$ cat src/rtl/core/dcp_pkg.sv
// Shared types, codes and reset constants for the download chunk pacer.
package dcp_pkg;

  localparam int unsigned P_MAX_BYTES = 32'd16777216;

  localparam int CMD_W   = 2;
  localparam int NOW_W   = 32;
  localparam int BYTES_W = 12;
  localparam int PCT_W   = 7;
  localparam int MS_W    = 16;
  localparam int CAUSE_W = 3;
  localparam int STAT_W  = 2;
  localparam int CAP_W   = 21;
  localparam int YIELD_W = 8;
  localparam int CFG_W   = 32;
  localparam int IDX_W   = 3;
  localparam int MS_PER_S = 1000;

  localparam logic [CMD_W-1:0] CMD_START = 2'd0;
  localparam logic [CMD_W-1:0] CMD_CHUNK = 2'd1;
  localparam logic [CMD_W-1:0] CMD_POLL  = 2'd2;

  localparam logic [CAUSE_W-1:0] CAUSE_NONE     = 3'd0;
  localparam logic [CAUSE_W-1:0] CAUSE_RATE     = 3'd1;
  localparam logic [CAUSE_W-1:0] CAUSE_CRITICAL = 3'd2;
  localparam logic [CAUSE_W-1:0] CAUSE_LOW      = 3'd3;
  localparam logic [CAUSE_W-1:0] CAUSE_YIELD    = 3'd4;

  localparam logic [STAT_W-1:0] STAT_OK        = 2'd0;
  localparam logic [STAT_W-1:0] STAT_TOO_LARGE = 2'd1;
  localparam logic [STAT_W-1:0] STAT_STALLED   = 2'd2;

  localparam logic [IDX_W-1:0] REG_RATE_CAP     = 3'd0;
  localparam logic [IDX_W-1:0] REG_SLEEP_MAX    = 3'd1;
  localparam logic [IDX_W-1:0] REG_FILL_CRIT    = 3'd2;
  localparam logic [IDX_W-1:0] REG_FILL_LOW     = 3'd3;
  localparam logic [IDX_W-1:0] REG_BACKOFF_CRIT = 3'd4;
  localparam logic [IDX_W-1:0] REG_BACKOFF_LOW  = 3'd5;
  localparam logic [IDX_W-1:0] REG_YIELD_EVERY  = 3'd6;
  localparam logic [IDX_W-1:0] REG_STALL_TO     = 3'd7;

  localparam logic [CAP_W-1:0]   RST_RATE_CAP     = 21'd6144;
  localparam logic [MS_W-1:0]    RST_SLEEP_MAX    = 16'd400;
  localparam logic [PCT_W-1:0]   RST_FILL_CRIT    = 7'd8;
  localparam logic [PCT_W-1:0]   RST_FILL_LOW     = 7'd50;
  localparam logic [MS_W-1:0]    RST_BACKOFF_CRIT = 16'd20;
  localparam logic [MS_W-1:0]    RST_BACKOFF_LOW  = 16'd5;
  localparam logic [YIELD_W-1:0] RST_YIELD_EVERY  = 8'd8;
  localparam logic [NOW_W-1:0]   RST_STALL_TO     = 32'd20000;

  typedef enum logic [2:0] {
    ST_IDLE,
    ST_EVAL,
    ST_MUL,
    ST_CMP,
    ST_DIV,
    ST_FIN,
    ST_WRITE
  } state_t;

  typedef struct packed {
    logic load_in;
    logic eval;
    logic mul;
    logic cmp;
    logic div_start;
    logic fin;
    logic write_out;
  } ctrl_cmd_t;

  typedef struct packed {
    logic rate_path;
    logic need_div;
    logic div_done;
    logic out_free;
  } dp_status_t;

endpackage

$ cat src/rtl/core/download_chunk_pacer.sv
// Top level of the download chunk pacer.
// One request at a time. A start, idle poll, or chunk without live audio is first
// evaluated; its result is then loaded into the output register once that is free.
// A live-audio chunk also runs a multiply and a compare; when the window is within
// the cap, the result is loaded after the compare. When the rate cap is exceeded, a
// restoring divide of bytes*1000 by the cap follows at one quotient bit per cycle,
// giving TW+10 quotient bits, where TW = clog2(MAX_BYTES+1); a finish step then
// clamps the delay to the sleep maximum before the load. The next request is taken
// once the result sits in the output register, even if the consumer has not yet
// taken it.
module download_chunk_pacer import dcp_pkg::*; #(
  parameter int unsigned MAX_BYTES = P_MAX_BYTES,
  localparam int TW = $clog2(MAX_BYTES + 1)
) (
  input  logic               clk,
  input  logic               rst,
  input  logic               cfg_write,
  input  logic [IDX_W-1:0]   cfg_index,
  input  logic [CFG_W-1:0]   cfg_data,
  input  logic               in_valid,
  output logic               in_ready,
  input  logic [CMD_W-1:0]   command,
  input  logic [NOW_W-1:0]   now_ms,
  input  logic [BYTES_W-1:0] chunk_bytes,
  input  logic               live_audio,
  input  logic               fill_known,
  input  logic [PCT_W-1:0]   fill_pct,
  output logic               out_valid,
  input  logic               out_ready,
  output logic [MS_W-1:0]    delay_ms,
  output logic [CAUSE_W-1:0] delay_cause,
  output logic [STAT_W-1:0]  status,
  output logic [TW-1:0]      total_bytes
);

  ctrl_cmd_t  cmd;
  dp_status_t stat;

  dcp_ctrl u_ctrl (
    .clk      (clk),
    .rst      (rst),
    .in_valid (in_valid),
    .in_ready (in_ready),
    .stat     (stat),
    .cmd      (cmd)
  );

  dcp_datapath #(
    .MAX_BYTES (MAX_BYTES)
  ) u_dp (
    .clk         (clk),
    .rst         (rst),
    .cmd         (cmd),
    .stat        (stat),
    .cfg_write   (cfg_write),
    .cfg_index   (cfg_index),
    .cfg_data    (cfg_data),
    .command     (command),
    .now_ms      (now_ms),
    .chunk_bytes (chunk_bytes),
    .live_audio  (live_audio),
    .fill_known  (fill_known),
    .fill_pct    (fill_pct),
    .out_valid   (out_valid),
    .out_ready   (out_ready),
    .delay_ms    (delay_ms),
    .delay_cause (delay_cause),
    .status      (status),
    .total_bytes (total_bytes)
  );

  a_one_at_a_time: assert property (@(posedge clk) disable iff (rst)
    in_valid && in_ready |=> !in_ready)
    else $error("request accepted while previous one in flight");

  a_no_cause_no_delay: assert property (@(posedge clk) disable iff (rst)
    out_valid && delay_cause == CAUSE_NONE |-> delay_ms == '0)
    else $error("delay without cause");

  a_yield_one_ms: assert property (@(posedge clk) disable iff (rst)
    out_valid && delay_cause == CAUSE_YIELD |-> delay_ms == MS_W'(1))
    else $error("routine yield not 1 ms");

  a_fail_no_delay: assert property (@(posedge clk) disable iff (rst)
    out_valid && status != STAT_OK |-> delay_ms == '0 && delay_cause == CAUSE_NONE)
    else $error("delay reported with failure status");

endmodule

$ cat src/rtl/core/dcp_div.sv
// Restoring divider, one quotient bit per cycle.
module dcp_div import dcp_pkg::*; #(
  parameter int DW = 35,
  parameter int VW = 21
) (
  input  logic          clk,
  input  logic          rst,
  input  logic          start,
  input  logic [DW-1:0] dividend,
  input  logic [VW-1:0] divisor,
  output logic          done,
  output logic [DW-1:0] quotient
);

  localparam int CW = $clog2(DW + 1);

  logic          running;
  logic [CW-1:0] count;
  logic [VW-1:0] rem;
  logic [DW-1:0] quo;
  logic [VW:0]   shifted;
  logic          fits;

  assign shifted  = {rem, quo[DW-1]};
  assign fits     = shifted >= {1'b0, divisor};
  assign quotient = quo;

  always_ff @(posedge clk) begin
    if (rst) begin
      running <= 1'b0;
      done    <= 1'b0;
      count   <= '0;
    end else if (start) begin
      running <= 1'b1;
      done    <= 1'b0;
      count   <= CW'(DW);
    end else if (running) begin
      count <= count - 1'b1;
      if (count == CW'(1)) begin
        running <= 1'b0;
        done    <= 1'b1;
      end
    end
  end

  always_ff @(posedge clk) begin
    if (start) begin
      rem <= '0;
      quo <= dividend;
    end else if (running) begin
      if (fits) begin
        rem <= VW'(shifted - {1'b0, divisor});
      end else begin
        rem <= shifted[VW-1:0];
      end
      quo <= {quo[DW-2:0], fits};
    end
  end

endmodule

$ cat src/rtl/core/dcp_datapath.sv
// Pacer datapath: input capture, config, transfer state, rate-cap math, result register.
module dcp_datapath import dcp_pkg::*; #(
  parameter int unsigned MAX_BYTES = P_MAX_BYTES,
  localparam int TW = $clog2(MAX_BYTES + 1)
) (
  input  logic               clk,
  input  logic               rst,
  input  ctrl_cmd_t          cmd,
  output dp_status_t         stat,
  input  logic               cfg_write,
  input  logic [IDX_W-1:0]   cfg_index,
  input  logic [CFG_W-1:0]   cfg_data,
  input  logic [CMD_W-1:0]   command,
  input  logic [NOW_W-1:0]   now_ms,
  input  logic [BYTES_W-1:0] chunk_bytes,
  input  logic               live_audio,
  input  logic               fill_known,
  input  logic [PCT_W-1:0]   fill_pct,
  output logic               out_valid,
  input  logic               out_ready,
  output logic [MS_W-1:0]    delay_ms,
  output logic [CAUSE_W-1:0] delay_cause,
  output logic [STAT_W-1:0]  status,
  output logic [TW-1:0]      total_bytes
);

  localparam int SW = ((TW > BYTES_W) ? TW : BYTES_W) + 1;
  localparam int DW = TW + 10;
  localparam int PW = CAP_W + NOW_W;
  localparam int CW = (DW > PW) ? DW : PW;
  localparam int XW = (DW > NOW_W) ? DW : NOW_W;

  // configuration
  logic [CAP_W-1:0]   rate_cap;
  logic [MS_W-1:0]    sleep_max;
  logic [PCT_W-1:0]   fill_crit;
  logic [PCT_W-1:0]   fill_low;
  logic [MS_W-1:0]    backoff_crit;
  logic [MS_W-1:0]    backoff_low;
  logic [YIELD_W-1:0] yield_every;
  logic [NOW_W-1:0]   stall_to;

  // captured request
  logic [CMD_W-1:0]   cmd_q;
  logic [NOW_W-1:0]   now_q;
  logic [BYTES_W-1:0] bytes_q;
  logic               live_q;
  logic               known_q;
  logic [PCT_W-1:0]   fill_q;

  // transfer state
  logic [TW-1:0]      byte_total, byte_total_next;
  logic [NOW_W-1:0]   last_data, last_data_next;
  logic [NOW_W-1:0]   window_start, window_start_next;
  logic [TW-1:0]      window_base, window_base_next;
  logic               window_active, window_active_next;
  logic [PCT_W-1:0]   prev_fill, prev_fill_next;
  logic               prev_fill_valid, prev_fill_valid_next;
  logic [YIELD_W-1:0] yield_count, yield_count_next;
  logic [STAT_W-1:0]  fail_latch, fail_latch_next;

  // result and rate math
  logic [MS_W-1:0]    res_delay, res_delay_next;
  logic [CAUSE_W-1:0] res_cause, res_cause_next;
  logic               rate_path;
  logic [NOW_W-1:0]   elapsed, elapsed_next;
  logic [TW-1:0]      sent, sent_next;
  logic [PW-1:0]      allowed;
  logic [DW-1:0]      sent_ms;
  logic               div_done;
  logic [DW-1:0]      quot;
  logic [XW-1:0]      need;

  logic [SW-1:0]      sum;
  logic [YIELD_W-1:0] yield_inc;
  logic               draining;

  always_ff @(posedge clk) begin
    if (rst) begin
      rate_cap     <= RST_RATE_CAP;
      sleep_max    <= RST_SLEEP_MAX;
      fill_crit    <= RST_FILL_CRIT;
      fill_low     <= RST_FILL_LOW;
      backoff_crit <= RST_BACKOFF_CRIT;
      backoff_low  <= RST_BACKOFF_LOW;
      yield_every  <= RST_YIELD_EVERY;
      stall_to     <= RST_STALL_TO;
    end else if (cfg_write) begin
      unique case (cfg_index)
        REG_RATE_CAP:     rate_cap     <= cfg_data[CAP_W-1:0];
        REG_SLEEP_MAX:    sleep_max    <= cfg_data[MS_W-1:0];
        REG_FILL_CRIT:    fill_crit    <= cfg_data[PCT_W-1:0];
        REG_FILL_LOW:     fill_low     <= cfg_data[PCT_W-1:0];
        REG_BACKOFF_CRIT: backoff_crit <= cfg_data[MS_W-1:0];
        REG_BACKOFF_LOW:  backoff_low  <= cfg_data[MS_W-1:0];
        REG_YIELD_EVERY:  yield_every  <= cfg_data[YIELD_W-1:0];
        REG_STALL_TO:     stall_to     <= cfg_data[NOW_W-1:0];
        default: ;
      endcase
    end
  end

  always_ff @(posedge clk) begin
    if (cmd.load_in) begin
      cmd_q   <= command;
      now_q   <= now_ms;
      bytes_q <= chunk_bytes;
      live_q  <= live_audio;
      known_q <= fill_known;
      fill_q  <= fill_pct;
    end
  end

  assign sum       = SW'(byte_total) + SW'(bytes_q);
  assign yield_inc = yield_count + 1'b1;
  assign draining  = prev_fill_valid && (fill_q < prev_fill);

  always_comb begin
    byte_total_next      = byte_total;
    last_data_next       = last_data;
    window_start_next    = window_start;
    window_base_next     = window_base;
    window_active_next   = window_active;
    prev_fill_next       = prev_fill;
    prev_fill_valid_next = prev_fill_valid;
    yield_count_next     = yield_count;
    fail_latch_next      = fail_latch;
    res_delay_next       = '0;
    res_cause_next       = CAUSE_NONE;
    rate_path            = 1'b0;
    elapsed_next         = elapsed;
    sent_next            = sent;
    priority if (cmd_q == CMD_START) begin
      byte_total_next      = '0;
      last_data_next       = now_q;
      window_start_next    = '0;
      window_base_next     = '0;
      window_active_next   = 1'b0;
      prev_fill_next       = '0;
      prev_fill_valid_next = 1'b0;
      yield_count_next     = '0;
      fail_latch_next      = STAT_OK;
    end else if (fail_latch != STAT_OK) begin
      // hold: latched failure freezes the transfer
    end else if (cmd_q == CMD_POLL) begin
      if ((now_q - last_data) > stall_to) begin
        fail_latch_next = STAT_STALLED;
      end
    end else if (cmd_q == CMD_CHUNK && bytes_q != '0) begin
      if (sum > SW'(MAX_BYTES)) begin
        fail_latch_next = STAT_TOO_LARGE;
      end else begin
        byte_total_next = sum[TW-1:0];
        last_data_next  = now_q;
        if (live_q) begin
          if (!window_active) begin
            window_active_next = 1'b1;
            window_start_next  = now_q;
            window_base_next   = sum[TW-1:0];
          end
          yield_count_next = '0;
          rate_path        = 1'b1;
          elapsed_next     = now_q - window_start_next;
          sent_next        = sum[TW-1:0] - window_base_next;
        end else begin
          window_active_next = 1'b0;
          if (known_q) begin
            if (fill_q < fill_crit) begin
              res_delay_next = backoff_crit;
              res_cause_next = CAUSE_CRITICAL;
            end else if (fill_q < fill_low && draining) begin
              res_delay_next = backoff_low;
              res_cause_next = CAUSE_LOW;
            end
            prev_fill_next       = fill_q;
            prev_fill_valid_next = 1'b1;
          end
          // zero backoff counts as none: fall through to routine yield
          if (res_delay_next != '0) begin
            yield_count_next = '0;
          end else begin
            res_cause_next   = CAUSE_NONE;
            yield_count_next = yield_inc;
            if (yield_inc >= yield_every) begin
              yield_count_next = '0;
              res_delay_next   = MS_W'(1);
              res_cause_next   = CAUSE_YIELD;
            end
          end
        end
      end
    end
  end

  always_ff @(posedge clk) begin
    if (rst) begin
      byte_total      <= '0;
      last_data       <= '0;
      window_start    <= '0;
      window_base     <= '0;
      window_active   <= 1'b0;
      prev_fill       <= '0;
      prev_fill_valid <= 1'b0;
      yield_count     <= '0;
      fail_latch      <= STAT_OK;
    end else if (cmd.eval) begin
      byte_total      <= byte_total_next;
      last_data       <= last_data_next;
      window_start    <= window_start_next;
      window_base     <= window_base_next;
      window_active   <= window_active_next;
      prev_fill       <= prev_fill_next;
      prev_fill_valid <= prev_fill_valid_next;
      yield_count     <= yield_count_next;
      fail_latch      <= fail_latch_next;
    end
  end

  assign need = XW'(quot) - XW'(elapsed);

  always_ff @(posedge clk) begin
    if (cmd.eval) begin
      res_delay <= res_delay_next;
      res_cause <= res_cause_next;
      elapsed   <= elapsed_next;
      sent      <= sent_next;
    end else if (cmd.mul) begin
      allowed <= PW'(rate_cap) * PW'(elapsed);
      sent_ms <= DW'(sent) * DW'(MS_PER_S);
    end else if (cmd.cmp) begin
      // zero cap: any bytes in the window wait the full clamp
      if (rate_cap == '0 && sent != '0) begin
        res_delay <= sleep_max;
        res_cause <= (sleep_max != '0) ? CAUSE_RATE : CAUSE_NONE;
      end else begin
        res_delay <= '0;
        res_cause <= CAUSE_NONE;
      end
    end else if (cmd.fin) begin
      if (need > XW'(sleep_max)) begin
        res_delay <= sleep_max;
        res_cause <= (sleep_max != '0) ? CAUSE_RATE : CAUSE_NONE;
      end else begin
        res_delay <= need[MS_W-1:0];
        res_cause <= (need != '0) ? CAUSE_RATE : CAUSE_NONE;
      end
    end
  end

  dcp_div #(
    .DW (DW),
    .VW (CAP_W)
  ) u_div (
    .clk      (clk),
    .rst      (rst),
    .start    (cmd.div_start),
    .dividend (sent_ms),
    .divisor  (rate_cap),
    .done     (div_done),
    .quotient (quot)
  );

  always_ff @(posedge clk) begin
    if (rst) begin
      out_valid <= 1'b0;
    end else if (cmd.write_out) begin
      out_valid <= 1'b1;
    end else if (out_ready) begin
      out_valid <= 1'b0;
    end
  end

  always_ff @(posedge clk) begin
    if (cmd.write_out) begin
      delay_ms    <= res_delay;
      delay_cause <= res_cause;
      status      <= fail_latch;
      total_bytes <= byte_total;
    end
  end

  assign stat.rate_path = rate_path;
  assign stat.need_div  = (rate_cap != '0) && (CW'(sent_ms) > CW'(allowed));
  assign stat.div_done  = div_done;
  assign stat.out_free  = !out_valid || out_ready;

endmodule

$ cat src/rtl/core/dcp_ctrl.sv
// Pacer controller: sequences capture, evaluation, rate-cap divide and result hand-off.
module dcp_ctrl import dcp_pkg::*; (
  input  logic       clk,
  input  logic       rst,
  input  logic       in_valid,
  output logic       in_ready,
  input  dp_status_t stat,
  output ctrl_cmd_t  cmd
);

  state_t state, state_next;

  always_ff @(posedge clk) begin
    if (rst) begin
      state <= ST_IDLE;
    end else begin
      state <= state_next;
    end
  end

  always_comb begin
    state_next = state;
    unique case (state)
      ST_IDLE:  if (in_valid) state_next = ST_EVAL;
      ST_EVAL:  state_next = stat.rate_path ? ST_MUL : ST_WRITE;
      ST_MUL:   state_next = ST_CMP;
      ST_CMP:   state_next = stat.need_div ? ST_DIV : ST_WRITE;
      ST_DIV:   if (stat.div_done) state_next = ST_FIN;
      ST_FIN:   state_next = ST_WRITE;
      ST_WRITE: if (stat.out_free) state_next = ST_IDLE;
      default:  state_next = ST_IDLE;
    endcase
  end

  always_comb begin
    cmd      = '0;
    in_ready = 1'b0;
    unique case (state)
      ST_IDLE: begin
        in_ready    = 1'b1;
        cmd.load_in = in_valid;
      end
      ST_EVAL:  cmd.eval      = 1'b1;
      ST_MUL:   cmd.mul       = 1'b1;
      ST_CMP: begin
        cmd.cmp       = 1'b1;
        cmd.div_start = stat.need_div;
      end
      ST_DIV:   ;
      ST_FIN:   cmd.fin       = 1'b1;
      ST_WRITE: cmd.write_out = stat.out_free;
      default:  ;
    endcase
  end

endmodule
$ cat config.mk
export PLATFORM = sky130hd
export DESIGN_NAME = download_chunk_pacer
export DESIGN_NICKNAME = d
export VERILOG_FILES = /design/src/rtl/core/dcp_pkg.sv /design/src/rtl/core/download_chunk_pacer.sv /design/src/rtl/core/dcp_div.sv /design/src/rtl/core/dcp_datapath.sv /design/src/rtl/core/dcp_ctrl.sv
export SDC_FILE = /design/constraint.sdc
export NUM_CORES = 2
export LEC_CHECK = 0
export ABC_AREA = 1
export BUFFER_PORTS_ARGS = -buffer_cell sky130_fd_sc_hd__clkbuf_2
export CORE_UTILIZATION = 60
export DETAILED_ROUTE_END_ITERATION = 12
export GPL_TIMING_DRIVEN = 0
export PLACE_DENSITY_LB_ADDON = 0.1
export REMOVE_ABC_BUFFERS = 1
export SLEW_MARGIN = 20
export SYNTH_ARGS = -nofsm -noshare
export SYNTH_HDL_FRONTEND = slang
export SYNTH_SLANG_ARGS = --single-unit
$ cat constraint.sdc
create_clock -name clk -period 9.4 [get_ports clk]
set_clock_uncertainty 0.15 [all_clocks]
set_input_delay 1.88 -clock clk [delete_from_list [all_inputs] [get_ports clk]]
set_output_delay 1.88 -clock clk [all_outputs]
set_load 0.01 [all_outputs]
### Word-level counts from Yosys, hierarchy flattened

Index checks and enable logic that the tools add are counted.

| storage, ports and cells | value |
|---|---|
| register bits after elaboration | 586 |
| bits in latches | 0 |
| memory bits (writable) | 0 |
| memory bits (read-only) | 0 |
| input bits | 95 |
| output and inout port bits | 48 |
| logic and storage cells | 275 |
| memories | 0 |

| operators by class | value |
|---|---|
| $add $sub $neg | 8 |
| $mul | 2 |
| div/mod/pow operators | 0 |
| order comparisons | 9 |
| eq/ne operators | 25 |
| shifts and indexed selects | 0 |
| multiplexer cells | 140 |
| bitwise gates (word level) | 5 |
| reductions and logical operators | 44 |

Operators with widths:

| cell | count |
|---|---|
| two-way mux 32 bit | 18 |
| two-way mux 25 bit | 18 |
| two-way mux 16 bit | 23 |
| two-way mux 35 bit | 2 |
| two-way mux 8 bit | 8 |
| subtractor 32 bit | 2 |
| two-way mux 3 bit | 20 |
| > comparator 35 x 53 -> 1 bit | 1 |
| multiplier 21 x 32 -> 53 bit | 1 |
| two-way mux 7 bit | 7 |
| > comparator 35 x 16 -> 1 bit | 1 |
| nonzero test 35 bit | 1 |
| subtractor 35 x 32 -> 35 bit | 1 |
| > comparator 32 bit | 1 |
| multiplier 25 x 7 -> 32 bit, second input constant | 1 |
| nonzero test 16 bit | 2 |
| two-way mux 1 bit | 31 |
| adder 25 x 12 -> 26 bit | 1 |
| > comparator 26 x 25 -> 1 bit, second input constant | 1 |
| nonzero test 25 bit | 1 |
| subtractor 25 bit | 1 |
| greater-or-equal comparator 22 x 21 -> 1 bit | 1 |
| AND reduction 2 bit | 11 |
| equality test 3 bit, second input constant | 7 |
| other kinds (33) | 72 |

### Longest topological paths before layout

| logic depth | value |
|---|---|
| depth in word-level cells | 21 |
| gate-level depth with buffers | 31 |
| depth with buffers taken out | 29 |

### Cells and area by module

From an unflattened synthesis, not the netlist that was laid out.

| second synthesis, totals | value |
|---|---|
| cell total of the unflattened synthesis | 7963 |
| area, all modules | 61346.3 µm² |

Modules (own cells, without submodules):

| module | instances | cells an instance | area an instance (µm²) | sequential area each (µm²) |
|---|---|---|---|---|
| dcp_datapath | 1 | 7291 | 56829.5 | 13012.5 |
| dcp_div | 1 | 635 | 4301.6 | 1631.6 |
| dcp_ctrl | 1 | 37 | 215.2 | 60.1 |

### Worst setup path before layout

Ideal clock, no wire load.

| timing path | value |
|---|---|
| path type | flip-flop to flip-flop |
| from | register u_dp.rate_cap[4] |
| to | register u_dp.allowed[49] (data pin) |
| library setup time | 0.259 ns |
| arrival time | 6.210 ns |
| data required time | 8.991 ns |
| slack | 2.781 ns |
| stages on the path, launching flop included | 30 |
| path buffers | 2 |
| clock period less this slack | 6.619 ns |
| path through | dfxtp_1 -> clkbuf_1 -> clkbuf_1 -> nand2_1 -> inv_1 -> fa_1 -> fa_1 -> inv_1 -> fa_1 -> inv_1 -> fa_1 -> inv_1 -> fa_1 -> inv_1 -> fa_1 -> inv_1 -> fa_1 -> inv_1 -> ha_1 -> nand2_1 -> nor2_1 -> inv_1 -> nor3_1 -> a21oi_1 -> o21ai_0 -> nand2_1 -> nand2_1 -> nand4_1 -> nand2_1 -> xor2_1 |

| on the way | value |
|---|---|
| word-level cells in the longest chain between the ends | 1 |

RTL lines:

| element | RTL line | text |
|---|---|---|
| from (decl) | dcp_datapath.sv:34 | `logic [CAP_W-1:0] rate_cap;` |
| from (signal assigned) | dcp_datapath.sv:90 | `REG_RATE_CAP: rate_cap <= cfg_data[CAP_W-1:0];` |
| multiplier 21 x 32 -> 53 bit | dcp_datapath.sv:228 | `allowed <= PW'(rate_cap) * PW'(elapsed);` |
| to (signal assigned) | dcp_datapath.sv:228 |  |
| to (decl) | dcp_datapath.sv:68 | `logic [PW-1:0] allowed;` |

No other way between the ends.
A chain may end at the register's enable or synchronous reset.

### Worst setup path in the final report

| timing path | value |
|---|---|
| from | register u_dp.elapsed[20] |
| to | register u_dp.allowed[52] (data pin) |

| on the way | value |
|---|---|
| word-level cells in the longest chain between the ends | 1 |

RTL lines:

| element | RTL line | text |
|---|---|---|
| from (decl) | dcp_datapath.sv:66 | `logic [NOW_W-1:0] elapsed, elapsed_next;` |
| from (signal assigned) | dcp_datapath.sv:225 | `elapsed <= elapsed_next;` |
| multiplier 21 x 32 -> 53 bit | dcp_datapath.sv:228 |  |

No other way between the ends.

==> summary.md <==
| Metric | Value |
|---|---|
| Result of the run | completed |
| Reg2reg end | u_dp.allowed[52] |
| Hold Buf Count CTS | 0 |
| Max Slew Vio Count | 0 |
| Max stage delay cell, worst path | sky130_fd_sc_hd__edfxtp_1 |
| Clock sink count | 586 |
| Final hold violation count | 0 |
| Buffers inserted during post-CTS setup optimization | 0 |
| Tot GR Track Use | 0.324 |
| Die Footprint | 104000 um^2 |
| Port-buffer cells | 142 |
| Buffers & Inverters on Critical Path | 3 |
| Worst min-delay path class | flop to flop |
| Root cell of the clock tree | sky130_fd_sc_hd__clkbuf_16 |
| I/O pins | 143 |
| DP Worst Slack | 1470 ps |
| Placed cell count | 9213 |
| Clock tree from TritonCTS | done |
| Internal reg-to-reg setup slack | 1400 ps |
| Die W | 322 um |
| Post-Synthesis Cells | 7923 |
| Most common library cell in the layout ignoring fill and taps | sky130_fd_sc_hd__inv_1 |
| Vertical die dimension | 322 um |
| Final standard cell count with taps included and fillers excluded | 9339 |
| Category of the worst setup path capture point | flop |
| Worst slew margin | 0.191 |
| Max Clock Freq | 125 MHz |
| Sum of net half-perimeters after detailed placement | 131000 um |
| Data arrival time of the worst path | 8230 ps |
| Minimum hold slack | 265 ps |
| Crit path cell chain | nand2_1 > fa_1 > fa_1 > fa_1 > inv_1 > fa_1 > fa_1 > fa_1 > inv_1 > fa_1 > inv_1 > ha_1 > nand2_1 > nor2_1 > nand2_1 > nor4_1 > nand3_1 > nand3_1 > nand2_1 > o211ai_1 > a21oi_1 > xor2_1 |
| Aggregate global routing overflow | 0 |
| Number of design-rule violations left by the first detailed-router iteration | 3765 |
| Most used cells in the layout excluding fill and tap cells | sky130_fd_sc_hd__inv_1, sky130_fd_sc_hd__nand2_1, sky130_fd_sc_hd__fa_1 |
| Kind of start point of the critical path | flop |
| Worst path top cell family by delay | adder cells |
| Part of the cycle the worst path needs | 0.851 |
| Worst path setup slack after routing | 1400 ps |
| Worst r2r src | u_dp.elapsed[20] |
| Wire length after detailed routing | 164000 um |
| Total number of vias | 50300 |
| Cell leakage power | 0.0345 uW |
| Placed Area | 63800 um^2 |
| Warning count from the yosys run | 0 |
| Share of async-settable or async-resettable flops after synthesis | 0 |
| Number of DRC violations after detailed routing | 0 |
| Largest fanout on the critical path | 22 |
| Avg Synthesized Cell Area | 7.74 um^2 |
| Sequential element share of the synthesized area | 0.240 |
| Final weighted congestion in routability-driven placement | 0.952 |
| Wire length of the first global-routing pass | 264000 um |
| Initial Util | 0.609 |
| Initial antenna violation count | 1 |
| Final critical-path required period | 8000 ps |
| Hold path depth | 0 |
| Path depth of the worst reg2reg path | 22 |
| Number of gates resized after CTS | 0 |
| CP peak stage delay | 1110 ps |
| Per-cell via count in the routed design | 5.39 |
| Number of optimization iterations in the first detailed-route pass | 6 |
| Most used flip-flop cell after synthesis | sky130_fd_sc_hd__edfxtp_1 |
| Final design utilization | 0.657 |
| Core Region | 101000 um^2 |
| Number of library cell types mapped by synthesis | 58 |
| Count of final setup violators | 0 |
| Number of global-route vias before repair | 50200 |
| Power Dens Cells | 255 nW/um^2 |
| Row count | 116 |
| Area of all placed cells without fillers | 66200 um^2 |
| Worst vdd rail ir drop | 224 uV |
| Post-synth design cell area | 61300 um^2 |
| Count of state elements after synthesis | 586 |
| Startpoint of the tightest hold check path | u_dp.res_delay[4] |
| Fraction of final layout cells with drive strength greater than 1 | 0.0550 |
| Deepest clock path buffer count | 3 |
| Count of nets left with antenna violations after detail routing | 0 |
| CTS HTree Levels | 3 |
| Area growth from synthesis to layout | 7.97% |
| CP Data Required Time | 9620 ps |
| Clock-pin slew on the worst setup and hold paths | 60 ps |
| Nets | 9191 |
| Sink of the worst hold path | u_dp.delay_ms[4] |
| Most Frequent Cell on Critical Path | sky130_fd_sc_hd__fa_1 |
| RSZ-0062 raised after global routing | no |
| Number of flops mapped to enable cells by yosys | 297 |
| Clock insertion delay at the later pin of the skew report | 640 ps |
| Transition time at the pin with the least slew margin | 1210 ps |
| Pin count of the biggest net entering global routing | 82 |
| Critical Setup Path Class | flop to flop |
| Max-Cap Viols | 0 |
| Number of buffers inserted during clock tree synthesis | 67 |
| Avg WL per Cell | 17.6 um |
## cell type report
class                           count  area [um^2]
Antenna cell                        1         2.50
Clock buffer                       88         1850
Clock inverter                     35          513
Fill cell                        8742        34500
Inverter                         1901         7140
Multi-Input combinational cell   5168        38500
Sequential cell                   586        14700
Tap cell                         1357         1700
Timing Repair Buffer              203         1800
## cell usage after synthesis (9+ instances only)
library cell | number | area, um^2
sky130_fd_sc_hd__nor2_2 | 11 | 68.8
sky130_fd_sc_hd__a21boi_0 | 21 | 158
sky130_fd_sc_hd__nand4_1 | 61 | 382
sky130_fd_sc_hd__o31ai_1 | 13 | 97.6
sky130_fd_sc_hd__inv_1 | 1887 | 7080
sky130_fd_sc_hd__a21oi_1 | 546 | 2730
sky130_fd_sc_hd__a21oi_2 | 11 | 96.3
sky130_fd_sc_hd__nor4_1 | 37 | 231
sky130_fd_sc_hd__fa_1 | 663 | 13300
sky130_fd_sc_hd__o21bai_1 | 15 | 113
sky130_fd_sc_hd__nand2_2 | 16 | 100
sky130_fd_sc_hd__or2_2 | 39 | 244
sky130_fd_sc_hd__o211ai_1 | 25 | 188
sky130_fd_sc_hd__clkbuf_1 | 206 | 773
sky130_fd_sc_hd__a21o_1 | 16 | 120
sky130_fd_sc_hd__o21ai_0 | 368 | 1840
sky130_fd_sc_hd__o221ai_1 | 9 | 78.8
sky130_fd_sc_hd__xor2_1 | 128 | 1120
sky130_fd_sc_hd__ha_1 | 506 | 6330
sky130_fd_sc_hd__buf_1 | 33 | 124
sky130_fd_sc_hd__nand3b_1 | 12 | 90.1
sky130_fd_sc_hd__buf_2 | 19 | 95.1
sky130_fd_sc_hd__nor3_1 | 76 | 380
sky130_fd_sc_hd__nor2_1 | 374 | 1400
sky130_fd_sc_hd__o21a_1 | 15 | 113
sky130_fd_sc_hd__a31oi_1 | 35 | 219
sky130_fd_sc_hd__nand2_1 | 1849 | 6940
sky130_fd_sc_hd__dfxtp_1 | 289 | 5790
sky130_fd_sc_hd__nand3_1 | 193 | 966
sky130_fd_sc_hd__edfxtp_1 | 297 | 8920
sky130_fd_sc_hd__xnor2_1 | 77 | 674
## where the power goes
part | internal [uW] | total, uW | leakage [uW] | switching, uW
sequential | 3610 | 4060 | 0.00509 | 453
combinational | 3730 | 10000 | 0.0283 | 6310
clock | 1680 | 2820 | 0.00114 | 1140
total | 9020 | 16900 | 0.0345 | 7900
## routing by layer
metal / track usage / vias to the layer above / share of wire
li1: - / 24300 / -
met1: 0.426 / 24400 / 0.43
met5: 0 / - / 0
met4: 0.123 / 0 / 0.038
met2: 0.550 / 1303 / 0.48
met3: 0.0328 / 278 / 0.051
## how the worst max path moves through the flow
stage                      from                   end  slack, ps  cells after the start
2_1_floorplan  u_dp.rate_cap[6]      u_dp.allowed[49]       2670                     23
3_3_place_gp    u_ctrl.state[0]  u_dp.window_base[16]       -930                      9
3_5_place_dp   u_dp.elapsed[20]      u_dp.allowed[52]       1470                     22
4_1_cts        u_dp.elapsed[20]      u_dp.allowed[52]       1420                     22
5_1_grt        u_dp.elapsed[24]      u_dp.allowed[46]       1110                     25
6_report       u_dp.elapsed[20]      u_dp.allowed[52]       1400                     22
## per-stage QoR
step	TNS, ps	total power (uW)
after floorplan	0	11300
final	0	16900
after CTS	0	17000
after global routing	0	18500
after global placement	-61220	13900
after detailed placement	0	14100
## sequential cells by signal (all words and copies together) (netlist names), 32 cells and up
signal,cells
u_dp.elapsed,32
u_dp.now_q,32
u_dp.last_data,32
u_dp.window_start,32
u_dp.sent_ms,32
u_dp.allowed,53
u_dp.stall_to,32
u_dp.u_div.quotient,35
## cells by family (layout without fill, tap and decap cells)
logic type,Yosys count,in the layout,synth area share
and+or+nand+nor,2691,2691,0.180
buffers and inverters,2169,2227,0.134
adders and majority gates,1169,1169,0.320
AOI/OAI and AO/OA,1103,1103,0.0977
DFF,586,586,0.240
xor gates and xnor gates,205,205,0.0293
other,0,1,0
Note: power is estimated with default switching activity, not from simulation.
